## src/design/pqrs_pkg.sv

```systemverilog
`default_nettype none
// ----------------------------------------------------------------------------
// Piece queue with reserve stack: shared package
// Depths, derived widths, operation and status codes, and the request,
// response and control types that the block's modules share.
// ----------------------------------------------------------------------------
package pqrs_pkg;

	localparam int QUEUE_DEPTH = 5;
	localparam int STACK_DEPTH = 3;

	localparam int QIDX_W  = (QUEUE_DEPTH > 1) ? $clog2(QUEUE_DEPTH) : 1;
	localparam int QFILL_W = $clog2(QUEUE_DEPTH + 1);
	localparam int SIDX_W  = (STACK_DEPTH > 1) ? $clog2(STACK_DEPTH) : 1;
	localparam int SFILL_W = $clog2(STACK_DEPTH + 1);

	localparam int KIND_W   = 2;
	localparam int ID_W     = 16;
	localparam int OP_W     = 2;
	localparam int STATUS_W = 3;
	localparam int QCNT_W   = 3;
	localparam int SCNT_W   = 2;

	typedef enum logic [OP_W-1:0] {
		OP_FILL    = 2'd0,
		OP_PLAY    = 2'd1,
		OP_RESERVE = 2'd2,
		OP_USE     = 2'd3
	} pq_op_t;

	typedef enum logic [STATUS_W-1:0] {
		ST_OK          = 3'd0,
		ST_QUEUE_EMPTY = 3'd1,
		ST_STACK_FULL  = 3'd2,
		ST_STACK_EMPTY = 3'd3,
		ST_QUEUE_FULL  = 3'd4
	} pq_status_t;

	typedef struct packed {
		logic [KIND_W-1:0] kind;
		logic [ID_W-1:0]   id;
	} pq_piece_t;

	typedef struct packed {
		logic [OP_W-1:0]   op;
		logic [KIND_W-1:0] new_kind;
		logic [ID_W-1:0]   new_id;
	} pq_req_t;

	typedef struct packed {
		logic [KIND_W-1:0]   piece_kind;
		logic [ID_W-1:0]     piece_id;
		logic [STATUS_W-1:0] status;
		logic [QCNT_W-1:0]   queue_count;
		logic [SCNT_W-1:0]   stack_count;
	} pq_rsp_t;

	typedef struct packed {
		logic capture;
		logic execute;
	} pq_cmd_t;

	typedef enum logic {
		S_IDLE = 1'b0,
		S_EXEC = 1'b1
	} pq_state_t;

endpackage
`default_nettype wire

```

## src/design/pqrs_dp.sv

```systemverilog
`default_nettype none
// ----------------------------------------------------------------------------
// Piece queue with reserve stack: datapath
// Holds the request register, the circular queue, the reserve stack and the
// response register, and performs one operation when commanded.
// ----------------------------------------------------------------------------
module pqrs_dp
	import pqrs_pkg::*;
(
	input  wire logic    clk,
	input  wire logic    arst_n,
	input  wire pq_cmd_t cmd,
	input  wire pq_req_t req,
	output pq_rsp_t      rsp
);

	pq_req_t             req_q;
	pq_rsp_t             rsp_q;
	pq_piece_t           queue_q [QUEUE_DEPTH];
	pq_piece_t           stack_q [STACK_DEPTH];
	logic [QIDX_W-1:0]   head_q;
	logic [QIDX_W-1:0]   tail_q;
	logic [QFILL_W-1:0]  qfill_q;
	logic [SFILL_W-1:0]  sfill_q;

	logic                pop;
	logic                push;
	logic                spush;
	logic                spop;
	pq_status_t          status;
	pq_piece_t           piece;
	pq_piece_t           head_piece;
	pq_piece_t           top_piece;
	pq_piece_t           new_piece;
	logic [QIDX_W-1:0]   head_nx;
	logic [QIDX_W-1:0]   tail_nx;
	logic [QFILL_W-1:0]  qfill_nx;
	logic [SFILL_W-1:0]  sfill_nx;
	logic [SFILL_W-1:0]  sfill_dec;
	logic [SIDX_W-1:0]   top_idx;
	logic [SIDX_W-1:0]   wr_idx;
	logic                q_full;
	logic                q_empty;
	logic                s_full;
	logic                s_empty;

	function automatic logic [QIDX_W-1:0] next_slot(input logic [QIDX_W-1:0] idx);
		logic [QIDX_W-1:0] r;
		if (idx == QIDX_W'(QUEUE_DEPTH - 1)) begin
			r = '0;
		end else begin
			r = idx + 1'b1;
		end
		return r;
	endfunction

	assign sfill_dec  = sfill_q - 1'b1;
	assign top_idx    = SIDX_W'(sfill_dec);
	assign wr_idx     = SIDX_W'(sfill_q);
	assign head_piece = queue_q[head_q];
	assign top_piece  = stack_q[top_idx];
	assign new_piece  = '{kind: req_q.new_kind, id: req_q.new_id};
	assign head_nx    = next_slot(head_q);
	assign tail_nx    = next_slot(tail_q);
	assign q_full     = (qfill_q == QFILL_W'(QUEUE_DEPTH));
	assign q_empty    = (qfill_q == '0);
	assign s_full     = (sfill_q == SFILL_W'(STACK_DEPTH));
	assign s_empty    = (sfill_q == '0);

	always_comb begin
		pop    = 1'b0;
		push   = 1'b0;
		spush  = 1'b0;
		spop   = 1'b0;
		status = ST_OK;
		piece  = '0;
		case (req_q.op)
			OP_FILL: begin
				if (q_full) begin
					status = ST_QUEUE_FULL;
				end else begin
					push = 1'b1;
				end
			end
			OP_PLAY: begin
				if (q_empty) begin
					status = ST_QUEUE_EMPTY;
				end else begin
					pop   = 1'b1;
					push  = 1'b1;
					piece = head_piece;
				end
			end
			OP_RESERVE: begin
				if (q_empty) begin
					status = ST_QUEUE_EMPTY;
				end else if (s_full) begin
					status = ST_STACK_FULL;
				end else begin
					pop   = 1'b1;
					push  = 1'b1;
					spush = 1'b1;
					piece = head_piece;
				end
			end
			OP_USE: begin
				if (s_empty) begin
					status = ST_STACK_EMPTY;
				end else begin
					spop  = 1'b1;
					piece = top_piece;
				end
			end
			default: begin
				status = ST_OK;
			end
		endcase
	end

	always_comb begin
		qfill_nx = qfill_q;
		if (push && !pop) begin
			qfill_nx = qfill_q + 1'b1;
		end
		sfill_nx = sfill_q;
		if (spush) begin
			sfill_nx = sfill_q + 1'b1;
		end else if (spop) begin
			sfill_nx = sfill_dec;
		end
	end

	always_ff @(posedge clk or negedge arst_n) begin
		if (!arst_n) begin
			head_q  <= '0;
			tail_q  <= QIDX_W'(QUEUE_DEPTH - 1);
			qfill_q <= '0;
			sfill_q <= '0;
		end else if (cmd.execute) begin
			if (pop) begin
				head_q <= head_nx;
			end
			if (push) begin
				tail_q <= tail_nx;
			end
			qfill_q <= qfill_nx;
			sfill_q <= sfill_nx;
		end
	end

	always_ff @(posedge clk) begin
		if (cmd.capture) begin
			req_q <= req;
		end
		if (cmd.execute) begin
			rsp_q.piece_kind  <= piece.kind;
			rsp_q.piece_id    <= piece.id;
			rsp_q.status      <= status;
			rsp_q.queue_count <= QCNT_W'(qfill_nx);
			rsp_q.stack_count <= SCNT_W'(sfill_nx);
			if (push) begin
				queue_q[tail_nx] <= new_piece;
			end
			if (spush) begin
				stack_q[wr_idx] <= head_piece;
			end
		end
	end

	assign rsp = rsp_q;

endmodule
`default_nettype wire

```

## src/design/pqrs_ctrl.sv

```systemverilog
`default_nettype none
// ----------------------------------------------------------------------------
// Piece queue with reserve stack: controller
// Sequences each transaction from request capture to execution and owns the
// response valid flag.
// ----------------------------------------------------------------------------
module pqrs_ctrl
	import pqrs_pkg::*;
(
	input  wire logic clk,
	input  wire logic arst_n,
	input  wire logic req_valid,
	output logic      req_stall,
	output logic      rsp_valid,
	input  wire logic rsp_stall,
	output pq_cmd_t   cmd
);

	pq_state_t state_q;
	pq_state_t state_d;
	logic      out_valid_q;
	logic      out_valid_d;
	logic      out_free;

	always_ff @(posedge clk or negedge arst_n) begin
		if (!arst_n) begin
			state_q     <= S_IDLE;
			out_valid_q <= 1'b0;
		end else begin
			state_q     <= state_d;
			out_valid_q <= out_valid_d;
		end
	end

	always_comb begin
		state_d     = state_q;
		cmd         = '0;
		out_free    = !out_valid_q || !rsp_stall;
		req_stall   = 1'b0;
		out_valid_d = out_valid_q && rsp_stall;
		case (state_q)
			S_IDLE: begin
				cmd.capture = req_valid;
				if (req_valid) begin
					state_d = S_EXEC;
				end
			end
			S_EXEC: begin
				req_stall = 1'b1;
				if (out_free) begin
					cmd.execute = 1'b1;
					out_valid_d = 1'b1;
					state_d     = S_IDLE;
				end
			end
			default: begin
				state_d = S_IDLE;
			end
		endcase
	end

	assign rsp_valid = out_valid_q;

	a_exec_gives_rsp: assert property (@(posedge clk) disable iff (!arst_n)
		cmd.execute |=> rsp_valid)
		else $error("Executed transaction did not present a response.");

	a_capture_to_exec: assert property (@(posedge clk) disable iff (!arst_n)
		cmd.capture |=> (state_q == S_EXEC))
		else $error("Captured request did not move to execution.");

	a_wait_only_when_blocked: assert property (@(posedge clk) disable iff (!arst_n)
		((state_q == S_EXEC) && !cmd.execute) |-> (out_valid_q && rsp_stall))
		else $error("Execution held back without a blocked response.");

	a_no_overwrite: assert property (@(posedge clk) disable iff (!arst_n)
		(out_valid_q && rsp_stall) |-> !cmd.execute)
		else $error("Response overwritten while stalled.");

endmodule
`default_nettype wire

```

## src/design/piece_queue_with_reserve_stack_top.sv

```systemverilog
`default_nettype none
// ----------------------------------------------------------------------------
// Piece queue with reserve stack: top level
// Circular queue of pieces with a reserve stack; one response per request.
// ----------------------------------------------------------------------------
// Each request is first registered; the datapath then reads the queue head or
// stack top from its register files, updates the pointers and counts and loads
// the response register. A new request is taken while the previous response
// waits in that register, so a stalled response costs throughput only once the
// next request is ready to execute. Storage needs no clearing after reset.
module piece_queue_with_reserve_stack_top
	import pqrs_pkg::*;
(
	input  wire logic    clk,
	input  wire logic    arst_n,
	input  wire logic    req_valid,
	output logic         req_stall,
	input  wire pq_req_t req,
	output logic         rsp_valid,
	input  wire logic    rsp_stall,
	output pq_rsp_t      rsp
);

	pq_cmd_t cmd;

	pqrs_ctrl u_ctrl (
		.clk       (clk),
		.arst_n    (arst_n),
		.req_valid (req_valid),
		.req_stall (req_stall),
		.rsp_valid (rsp_valid),
		.rsp_stall (rsp_stall),
		.cmd       (cmd)
	);

	pqrs_dp u_dp (
		.clk    (clk),
		.arst_n (arst_n),
		.cmd    (cmd),
		.req    (req),
		.rsp    (rsp)
	);

endmodule
`default_nettype wire
```

## config.mk

```make
export PLATFORM = sky130hd
export DESIGN_NAME = piece_queue_with_reserve_stack_top
export DESIGN_NICKNAME = d
export VERILOG_FILES = /design/src/design/pqrs_pkg.sv /design/src/design/pqrs_dp.sv /design/src/design/pqrs_ctrl.sv /design/src/design/piece_queue_with_reserve_stack_top.sv
export SDC_FILE = /design/constraint.sdc
export NUM_CORES = 1
export LEC_CHECK = 0
export ABC_AREA = 1
export ABC_CLOCK_PERIOD_IN_PS = 3600
export BUFFER_PORTS_ARGS = -buffer_cell sky130_fd_sc_hd__buf_2
export CAP_MARGIN = 0
export CORE_MARGIN = 5
export CORE_UTILIZATION = 47
export CTS_CLUSTER_DIAMETER = 120
export DETAILED_ROUTE_END_ITERATION = 7
export SETUP_SLACK_MARGIN = 0.05
export SLEW_MARGIN = 20
export SYNTH_ARGS = -nofsm -noshare
export SYNTH_HDL_FRONTEND = slang
export SYNTH_SLANG_ARGS = --single-unit
```

## constraint.sdc

```tcl
create_clock -name clk -period 3.6 [get_ports clk]
set_clock_uncertainty 0.2 [all_clocks]
set_input_delay 0 -clock clk [delete_from_list [all_inputs] [get_ports clk]]
set_output_delay 0 -clock clk [all_outputs]
set_load 0.02 [all_outputs]
```

; Word level (Yosys, flattened, before mapping)
; Memory sizes are Yosys's and may differ from the RTL's.
; Index checks and enable logic that the tools add are counted.
[op_classes]
addsub = 5
eq_ne = 7
muxes = 40
n_bitwise = 1
reduce_logical = 11
[op_table]
columns = cell, count
row1 = 18-bit two-way mux, 4
row2 = 18-bit case mux with 3 select lines, 1
row3 = 1-bit two-way mux, 22
row4 = 3-bit two-way mux, 5
row5 = 3-bit case mux with 4 select lines, 1
row6 = "3-bit by 1-bit adder with 3-bit output, second input constant", 3
row7 = "3-bit equality test, second input constant", 3
row8 = 2-bit two-way mux, 4
row9 = "2-bit equality test, second input constant", 3
row10 = 2-bit zero test, 2
row11 = 1-bit case mux with 2 select lines, 2
row12 = 2-bit AND reduction, 2
row13 = 1-bit zero test, 3
row14 = 3-bit zero test, 1
row15 = 1-bit case mux with 3 select lines, 1
row16 = "2-bit by 1-bit adder with 2-bit output, second input constant", 1
row17 = "2-bit by 1-bit equality test with 1-bit output, second input constant", 1
row18 = 1-bit logical AND, 2
row19 = "2-bit by 1-bit subtractor with 2-bit output, second input constant", 1
row20 = 1-bit logical OR, 1
row21 = 1-bit inverter, 1
[totals]
regBits = 59
mem_bits_rw = 144
word_cells = 80
mem_count = 2
[memory_table]
columns = name, words, word_bits, rd, rd_ports_with_merged_regs, write_ports, line
row1 = u_dp.queue_q, 5, 18, 1, 0, 1, pqrs_dp.sv:19  ; pq_piece_t queue_q [QUEUE_DEPTH];
row2 = u_dp.stack_q, 3, 18, 1, 0, 1, pqrs_dp.sv:20  ; pq_piece_t stack_q [STACK_DEPTH];

; Longest topological paths before layout
; Gate-level depths: netlist of run 1.
[depth]
ltp_word = 7
depth_mapped = 11
depth_no_buf = 11

; Hierarchy
; A second synthesis of run 1 with hierarchy kept.
[hier_totals]
cells_unflattened = 652
hier_area_um2 = 8349.3
[modules_own_cells]
columns = mod, n_inst, cells_each, area_each_um2, seq_area_each_um2
row1 = pqrs_dp, 1, 642, 8266.7, 5982.0
row2 = pqrs_ctrl, 1, 10, 82.6, 50.0

; Worst setup path after synthesis of run 1
; No wires, ideal clock.
[synth_path]
path_kind = register to register
startpoint = reg u_ctrl.out_valid_q (netlist: u_ctrl.rsp_valid)
endpoint = mem u_dp.queue_q[0][0] in the netlist's numbering (enable)
setup_time_ns = 0.416
arrival_ns = 2.553
required_ns = 2.984
setup_slack_ns = 0.432
path_stages_with_launch = 6
n_path_buf = 0
cell_sequence = dfrtp_1 -> nand2_1 -> nand2_1 -> inv_2 -> nand3_4 -> nor3_1
[synth_lines]
columns = item, line
row1 = "start, declared", pqrs_ctrl.sv:21  ; logic out_valid_q;
row2 = "start signal, assigned", pqrs_ctrl.sv:31  ; out_valid_q <= out_valid_d;
row3 = "end, declared", pqrs_dp.sv:19

; Worst setup path in the final report of run 1
[layout_path]
startpoint = reg u_dp.req_q[18] in the netlist's numbering
endpoint = mem u_dp.queue_q[1][16] in the netlist's numbering (enable)
[layout_via]
elab_chain_len = 5
elab_cells_between_ends = 7
classes_between = eq/ne: 2 / mux: 4 / reduce/logical: 1
[layout_rtl]
columns = item, line
row1 = "start, declared", pqrs_dp.sv:17  ; pq_req_t req_q;
row2 = "start signal, assigned", pqrs_dp.sv:153  ; req_q <= req;
row3 = 2-bit equality test (tied with other cells), pqrs_dp.sv:77  ; case (req_q.op)
row4 = 1-bit case mux with 3 select lines (*), pqrs_dp.sv:77
row5 = 1-bit two-way mux (*), pqrs_dp.sv:161  ; if (push) begin
row6 = 1-bit two-way mux (*), pqrs_dp.sv:155  ; if (cmd.execute) begin
row7 = 1-bit two-way mux (not written as such) (*), pqrs_dp.sv:162  ; queue_q[tail_nx] <= new_piece;
; Every way passes the cells marked *; elsewhere a longest branch is shown, timed or not.

==> results of run 1 <==
==> cells by family after synthesis <==
group | count (synthesis) | synth area share (%)
xor gates and xnor gates | 4 | 0.513
DFF | 203 | 72.7
adders and majority gates | 17 | 2.56
AOI/OAI and AO/OA | 83 | 5.04
and+or+nand+nor | 290 | 16.1
buffers and inverters | 54 | 3.08
==> synth_stat cells <==
cell type    n  area (um^2)
inv_2        5         18.8
nor3_1       2         10.0
clkbuf_1     5         18.8
buf_2        8         40.0
nor2_2       1         6.26
a21oi_1     57          285
and2_1      20          125
ha_1        17          213
nor2_1      48          180
nor3_2       1         10.0
o21ai_1      7         35.0
dfrtp_1     12          300
buf_4        5         37.5
nand2_4      4         45.0
nand3_4      2         35.0
nand2_1    145          544
dfstp_2      1         26.3
buf_1        2         7.51
buf_6        3         33.8
edfxtp_1   190         5710
clkbuf_2     1         5.00
inv_1       25         93.8
nand3_2      3         30.0
o21bai_1     1         7.51
or2_2       18          113
nor2_4       1         11.3
nand3_1     42          210
o21ai_0     18         90.1
xnor2_1      1         8.76
xor2_2       1         16.3
xor2_1       2         17.5
nand4_1      3         18.8
==> per-layer routing <==
layer | track usage [%] | up-vias
li1 | - | 2435
met1 | 22.5 | 2281
met2 | 23.7 | 112
met3 | 2.61 | 18
met4 | 3.35 | 0
met5 | 0 | -
==> worst paths after layout <==
path	slack [ns]	from	end	cells after the start
worst min register to register	0.29	u_ctrl.rsp_valid$_DFF_PN0_	u_ctrl.rsp_valid$_DFF_PN0_	2
min in group asynchronous	0.32	arst_n	u_dp.tail_q[2]$_DFFE_PN1P_	3
worst max-delay path	1.18	u_dp.req_q[18]$_DFFE_PP_	u_dp.queue_q[1][16]$_DFFE_PP_	11
max in group asynchronous	1.85	arst_n	u_dp.sfill_q[0]$_DFFE_PN0P_	4
worst min-delay path	0.02	req[1]	u_dp.new_piece[1]$_DFFE_PP_	2
worst max register to register	1.18	u_dp.req_q[18]$_DFFE_PP_	u_dp.queue_q[1][16]$_DFFE_PP_	11
==> worst max-delay path, delay by kind of cell (launching register included) <==
kind / cells / cell delay (ns)
DFF: 1 / 0.43
buffers and inverters: 4 / 0.55
and+or+nand+nor: 6 / 0.68
adders and majority gates: 1 / 0.23
==> stage by stage <==
| step | instance area [um^2] | util (%) |
|---|---|---|
| floorplan | 8300 | - |
| detailed placement | 8800 | 50.9 |
| finish | 9790 | 56.6 |
| global route | 9790 | 56.6 |
| CTS | 9790 | 56.6 |
| global placement | 8800 | 50.9 |
==> flip-flops by register name (all words and copies together) (netlist names) <==
| register | flops |
|---|---|
| u_dp.head_q | 3 |
| u_dp.rsp | 26 |
| u_dp.tail_q | 3 |
| u_dp.new_piece | 18 |
| u_dp.sfill_q | 2 |
| u_dp.queue_q | 90 |
| u_dp.qfill_q | 3 |
| u_dp.stack_q | 54 |
| u_dp.req_q | 2 |
| u_ctrl.state_q | 1 |
| u_ctrl.rsp_valid | 1 |
==> final cells by class <==
class                           count  area, um^2  share of cell area [%]
Tap cell                          225         282                    2.87
Multi-Input combinational cell    394        2020                    20.7
Inverter                           30         113                    1.15
Timing Repair Buffer               89         603                    6.16
Sequential cell                   203        6030                    61.6
Clock inverter                     14         153                    1.56
Clock buffer                       26         587                    5.99
==> report_power, final <==
part | internal, W | switching [W] | total, W
Sequential | 0.00324 | 0.000172 | 0.00341
Combinational | 0.000723 | 0.00164 | 0.00237
Clock | 0.00138 | 0.000852 | 0.00223
==> metrics.md, run 1 <==
| Metric | Value |
|---|---|
| Vias in the first global route | `4690` |
| Setup slack at placement | `1.18 ns` |
| Seq/Total Area, Yosys | `72.7%` |
| Flops & latches, synth | `203` |
| Max-slew violation count | `0` |
| Die ar. | `0.0204 mm^2` |
| Ys Warns | `0` |
| Filler instances | `1383` |
| CTS Hold Buffers Added | `25` |
| DP Wirelength | `around 10000 um` |
| Clk slew on worst S/H paths | `0.06 ns` |
| Most frequent cells in the layout | `edfxtp_1 (190), nand2_1 (145), a21oi_1 (57)` |
| Power per cell area | `818 mW/mm^2` |
| Worst hold path type | `primary input to flip-flop` |
| Synth unique cells | `32` |
| I/O pin count | `52` |
| Die Span X | `143 um` |
| # resized after CTS | `0` |
| DRT iter0 DRCs | `464` |
| Critical-path top delay cell | `edfxtp_1` |
| Fin cells | `slightly below 1k` |
| Routed wl met3 | `952 um` |
| Layout area overhead | `18.0%` |
| IO buf count | `51` |
| Syn_nets | `692` |
| Clock Tree Root | `clkbuf_16` |
| Die Y | `143 um` |
| Number of buffers created by CTS | `22` |
| Commonest non-fill, non-tap cell in the layout | `edfxtp_1` |
| RSZ-0062 raised after global routing | `false` |
| Maximum number of pins on one net before global-route repair | `40` |
| CP startpoint kind | `flip-flop` |
| Maximum VDD drop | `0.000405 V` |
| Num Clock Sinks | `203` |
| Layout Nets | `between 700 and 800` |
| CP Data Arrival Time | `2.39 ns` |
| Top Layer Used | `met4` |
| Final setup margin | `1.18 ns` |
| CP Max Fanout | `18` |
| Share of cells above drive strength 1 | `~18%` |
| Worst Path Required | `3.57 ns` |
| Post-Syn Area | `a little over 0.008 mm^2` |
| Critical path class | `flip-flop to flip-flop` |
| Worst-Margin Slew | `~1.0 ns` |
| Pre-antenna DRT Iters | `5` |
| Setup crit end kind | `flip-flop` |
| Row count | `48` |
| Antenna fix cells | `0` |
| All-Layer GR Usage | `15.1%` |
| Final Total Pwr | `0.00801 W` |
| CP peak stage delay | `0.43 ns` |
| Synthesized area per cell | `between 10 and 15 um^2` |
| Setup_tns | `0 ns` |
| TritonCTS clock tree | `built` |
| WHS | `~0.022 ns` |
| Clock latency on the worst-skew pair | `about 0.49 ns` |
| Leakage power | `3.69 nW` |
| DP Cell Count | `916` |
| Global-route wire length before repair | `24600 um` |
| Total wire length | `between 15000 and 20000 um` |
| Post-DRT Antenna Nets | `0` |
| Core Region | `0.0173 mm^2` |
| Initial core utilization | `48.0%` |
| Final setup violation count | `0` |
| Max Cap Viol | `0` |
| Synth Instances | `approximately 650` |
| Placer Congestion | `0.767` |
| Drc violations | `0` |
| Crit-path cells | `inv_1 -> ha_1 -> inv_1 -> nor2_1 -> nand2_4 -> nand3_4 -> nand3_4 -> inv_2 -> nand2_1 -> nor2_1 -> buf_4` |
| Slew Limit Headroom | `32.4%` |
| Clock Tree Buf Depth | `3` |
| Final-report hold violation count | `0` |
| Grt total ovfl | `0` |
| DR WL met2 | `7050 um` |
| Vias post-DR | `between 4k and 5k` |
| Post-CTS setup buffer count | `0` |
| WL met1 | `about 7000 um` |
| Status | `finished clean` |
| Initial antenna violation count | `0` |
| DR vias/cell | `around 5` |
| Fin crit share | `67.1%` |
| Clock H-tree levels | `1` |
| Routed length per placed instance | `between 15 and 20 um` |
| Fmax | `just over 0.4 GHz` |
| Fin crit period | `2.42 ns` |
No activity file was read; power rests on OpenSTA's default activity.
==> run 2, diff against run 1 <==
ABC_CLOCK_PERIOD_IN_PS = 2000   (was 3600)
PLACE_DENSITY = 0.67   (was default)
clock period = 2 ns   (was 3.6 ns; I/O delays follow)
==> run 2 against run 1 <==
  * The run now ends with negative setup slack left
  * Utilization increased by 7.3 points
  * Design area is 13% higher
  * Critical path depth decreased by 2
  * Register-to-register slack got worse by 1.3 ns
  * Total power grew 100%
  * Fmax up 15%
  * Combinational power rose by 140%
  * Critical endpoint is now u_dp.queue_q[0][12]$_DFFE_PP_
  * Highest routed layer unchanged
==> metrics.md, run 2 (synthesis results as in run 1) <==
| Metric | Value |
|---|---|
| Drc violations | `0 (unchanged)` |
| Fin crit period | `2.11 ns (-0.310 ns)` |
| Worst hold path type | `primary input to flip-flop` |
| Post-DRT Antenna Nets | `0 (unchanged)` |
| Status | `complete, but fails checks` |
| CP Data Arrival Time | `2.13 ns (-0.26 ns)` |
| Final setup margin | `-0.107 ns (-1.29 ns)` |
| Die Span X | `143 um (unchanged)` |
| Core Region | `0.0173 mm^2 (unchanged)` |
| Sw Share | `33.7% (+0.36 points)` |
| Fin crit share | `105% (+38 points)` |
| Clock Tree Buf Depth | `3 (unchanged)` |
| CP Max Fanout | `5 (-13)` |
| Clock latency on the worst-skew pair | `0.50 ns (about the same)` |
| Number of buffers created by CTS | `21 (-4.5%)` |
| Vias post-DR | `5237 (+8.1%)` |
| Setup_tns | `-6.44 ns (-6.44 ns)` |
| Die Y | `143 um (unchanged)` |
| Register with the most flip-flops | `u_dp.queue_q` |
| Failing checks | `negative setup slack` |
| DRT iter0 DRCs | `263 (-43%)` |
| Worst-Margin Slew | `0.691 ns (-0.323 ns)` |
| Critical path class | `flip-flop to flip-flop` |
| Maximum VDD drop | `0.000842 V (+110%)` |
| Max Cap Viol | `0 (unchanged)` |
| Pre-antenna DRT Iters | `5 (unchanged)` |
| Critical-path top delay cell | `edfxtp_1` |
| RSZ-0062 raised after global routing | `true` |
| HP Start | `req[5]` |
| Reg2reg end | `u_dp.queue_q[0][12]$_DFFE_PP_` |
| Leakage power | `4.17 nW (+13%)` |
| Routed length per placed instance | `16.3 um (+5.0%)` |
| Sequential share of power | `37.9% (-4.7 points)` |
| Setup slack at placement | `-0.119 ns (-1.30 ns)` |
| Slew Limit Headroom | `54.0% (+22 points)` |
| All-Layer GR Usage | `16.4% (+1.2 points)` |
| Final setup violation count | `94 (+94)` |
| Max reg flops | `90 (unchanged)` |
| Most frequent cells in the layout | `edfxtp_1 (190), nand2_1 (137), buf_2 (51)` |
| Crit-path cells | `inv_2 -> ha_4 -> nand2_2 -> nand3_4 -> nand3_4 -> buf_4 -> nor3_4 -> buf_6 -> clkbuf_16` |
| Min-Delay Endpoint | `u_dp.new_piece[5]$_DFFE_PP_` |
| CP startpoint kind | `flip-flop` |
| Clock H-tree levels | `1 (unchanged)` |
| Int Power | `0.0108 W (+100%)` |
| Layout Nets | `846 (+8.3%)` |
| IO buf count | `51 (unchanged)` |
| DP Wirelength | `10900 um (+11%)` |
| Commonest non-fill, non-tap cell in the layout | `edfxtp_1` |
| Maximum number of pins on one net before global-route repair | `39 (-2.5%)` |
| Sw power | `0.00546 W (+100%)` |
| Total wire length | `17000 um (+12%)` |
| Setup crit end kind | `flip-flop` |
| I/O pin count | `52 (unchanged)` |
| Share of cells above drive strength 1 | `31.3% (+13 points)` |
| Die ar. | `0.0204 mm^2 (unchanged)` |
| CP top delay family | `buffers and inverters` |
| Filler instances | `1237 (-11%)` |
| Vias in the first global route | `5164 (+10%)` |
| TritonCTS clock tree | `built` |
| Fmax | `0.475 GHz (+15%)` |
| Clk slew on worst S/H paths | `0.06 ns (about the same)` |
| R2R depth | `9 (-2)` |
| WP buf/inv | `4 (unchanged)` |
| Placer Congestion | `0.820 (+6.9%)` |
| Initial core utilization | `48.0% (unchanged)` |
| Cell mode on critical path | `nand3_4` |
| Initial antenna violation count | `0 (unchanged)` |
| Worst reg2reg path startpoint | `u_dp.req_q[19]$_DFFE_PP_` |
| R2R setup slack | `-0.11 ns (-1.29 ns)` |
| Clock power frac | `27.1% (-0.8 points)` |
| Final Total Pwr | `0.0162 W (+100%)` |
| Global-route wire length before repair | `26400 um (+7.3%)` |
| Final-report hold violation count | `0 (unchanged)` |
| Row count | `48 (unchanged)` |
| Num Clock Sinks | `203 (unchanged)` |
| Grt total ovfl | `0 (unchanged)` |
| Worst Path Required | `2.02 ns (-1.55 ns)` |
| Cell count of the worst hold path | `2 (unchanged)` |
| Comb power frac | `35.1% (+5.6 points)` |
| CP peak stage delay | `0.48 ns (+0.05 ns)` |
| Clock Tree Root | `clkbuf_16` |
| Power per cell area | `1460 mW/mm^2 (+79%)` |
| DR vias/cell | `5.01 (+1.4%)` |
| Layout area overhead | `33.3%` |
| Max-slew violation count | `0 (unchanged)` |
| Antenna fix cells | `0 (unchanged)` |
[run 2: timing repair]
action / CTS / global route
cloned: 3 / 5
resized for setup: 27 / 61
pin swaps: 4 / 14
hold buffers: 38 / 0
setup endpoints to repair: 166 / 183
setup buffers: 11 / 4
endpoints found under the hold margin: 64 / 0
[run 2: power groups by stage]
stage | logic (W) | registers [W] | clock network (W)
floorplan | 0.00299 | 0.00649 | 0
global placement | 0.00472 | 0.00620 | 0
detailed placement | 0.00485 | 0.00623 | 0
CTS | 0.00519 | 0.00614 | 0.00446
global route | 0.00625 | 0.00621 | 0.00465
finish | 0.00568 | 0.00614 | 0.00438
[run 2: cell type report]
cell class                      instances  area [um^2]  area share [%]
Clock buffer                           24          537            4.85
Clock inverter                         14          251            2.27
Inverter                               30          123            1.11
Multi-Input combinational cell        397         2450            22.1
Sequential cell                       203         6030            54.5
Tap cell                              225          282            2.54
Timing Repair Buffer                  152         1390            12.6
[run 2: stage by stage]
step           instance area, um^2  utilization, %  hold WS [ns]  instances
6_report                     11100            64.0        0.0145       1045
5_1_grt                      11100            64.0        0.0114       1045
4_1_cts                      10700            62.1       0.00237       1038
2_1_floorplan                 8420               -        -0.496        651
3_5_place_dp                  9290            53.7        -0.276        949
3_3_place_gp                  9290            53.7        -0.285        949
[run 2: worst max path at each step]
stage	startpoint	to	slack, ns	cells past startpoint
after floorplan	u_dp.req_q[18]$_DFFE_PP_	u_dp.queue_q[4][0]$_DFFE_PP_	-0.37	10
after global placement	u_dp.req_q[19]$_DFFE_PP_	u_dp.queue_q[4][6]$_DFFE_PP_	-0.06	9
after detailed placement	u_dp.req_q[19]$_DFFE_PP_	u_dp.queue_q[4][6]$_DFFE_PP_	-0.12	9
after CTS	u_dp.req_q[18]$_DFFE_PP_	u_dp.queue_q[4][7]$_DFFE_PP_	-0.05	11
after global routing	u_dp.req_q[18]$_DFFE_PP_	u_dp.queue_q[4][4]$_DFFE_PP_	-0.18	11
final	u_dp.req_q[19]$_DFFE_PP_	u_dp.queue_q[0][12]$_DFFE_PP_	-0.11	9
[run 2: metal layers]
metal / track usage, % / routed length [um] / vias to the layer above
li1: - / - / 2580
met1: 22.6 / 7240 / 2504
met2: 27.2 / 8740 / 137
met3: 2.51 / 776 / 16
met4: 4.65 / 262 / 0
met5: 0 / 0 / -
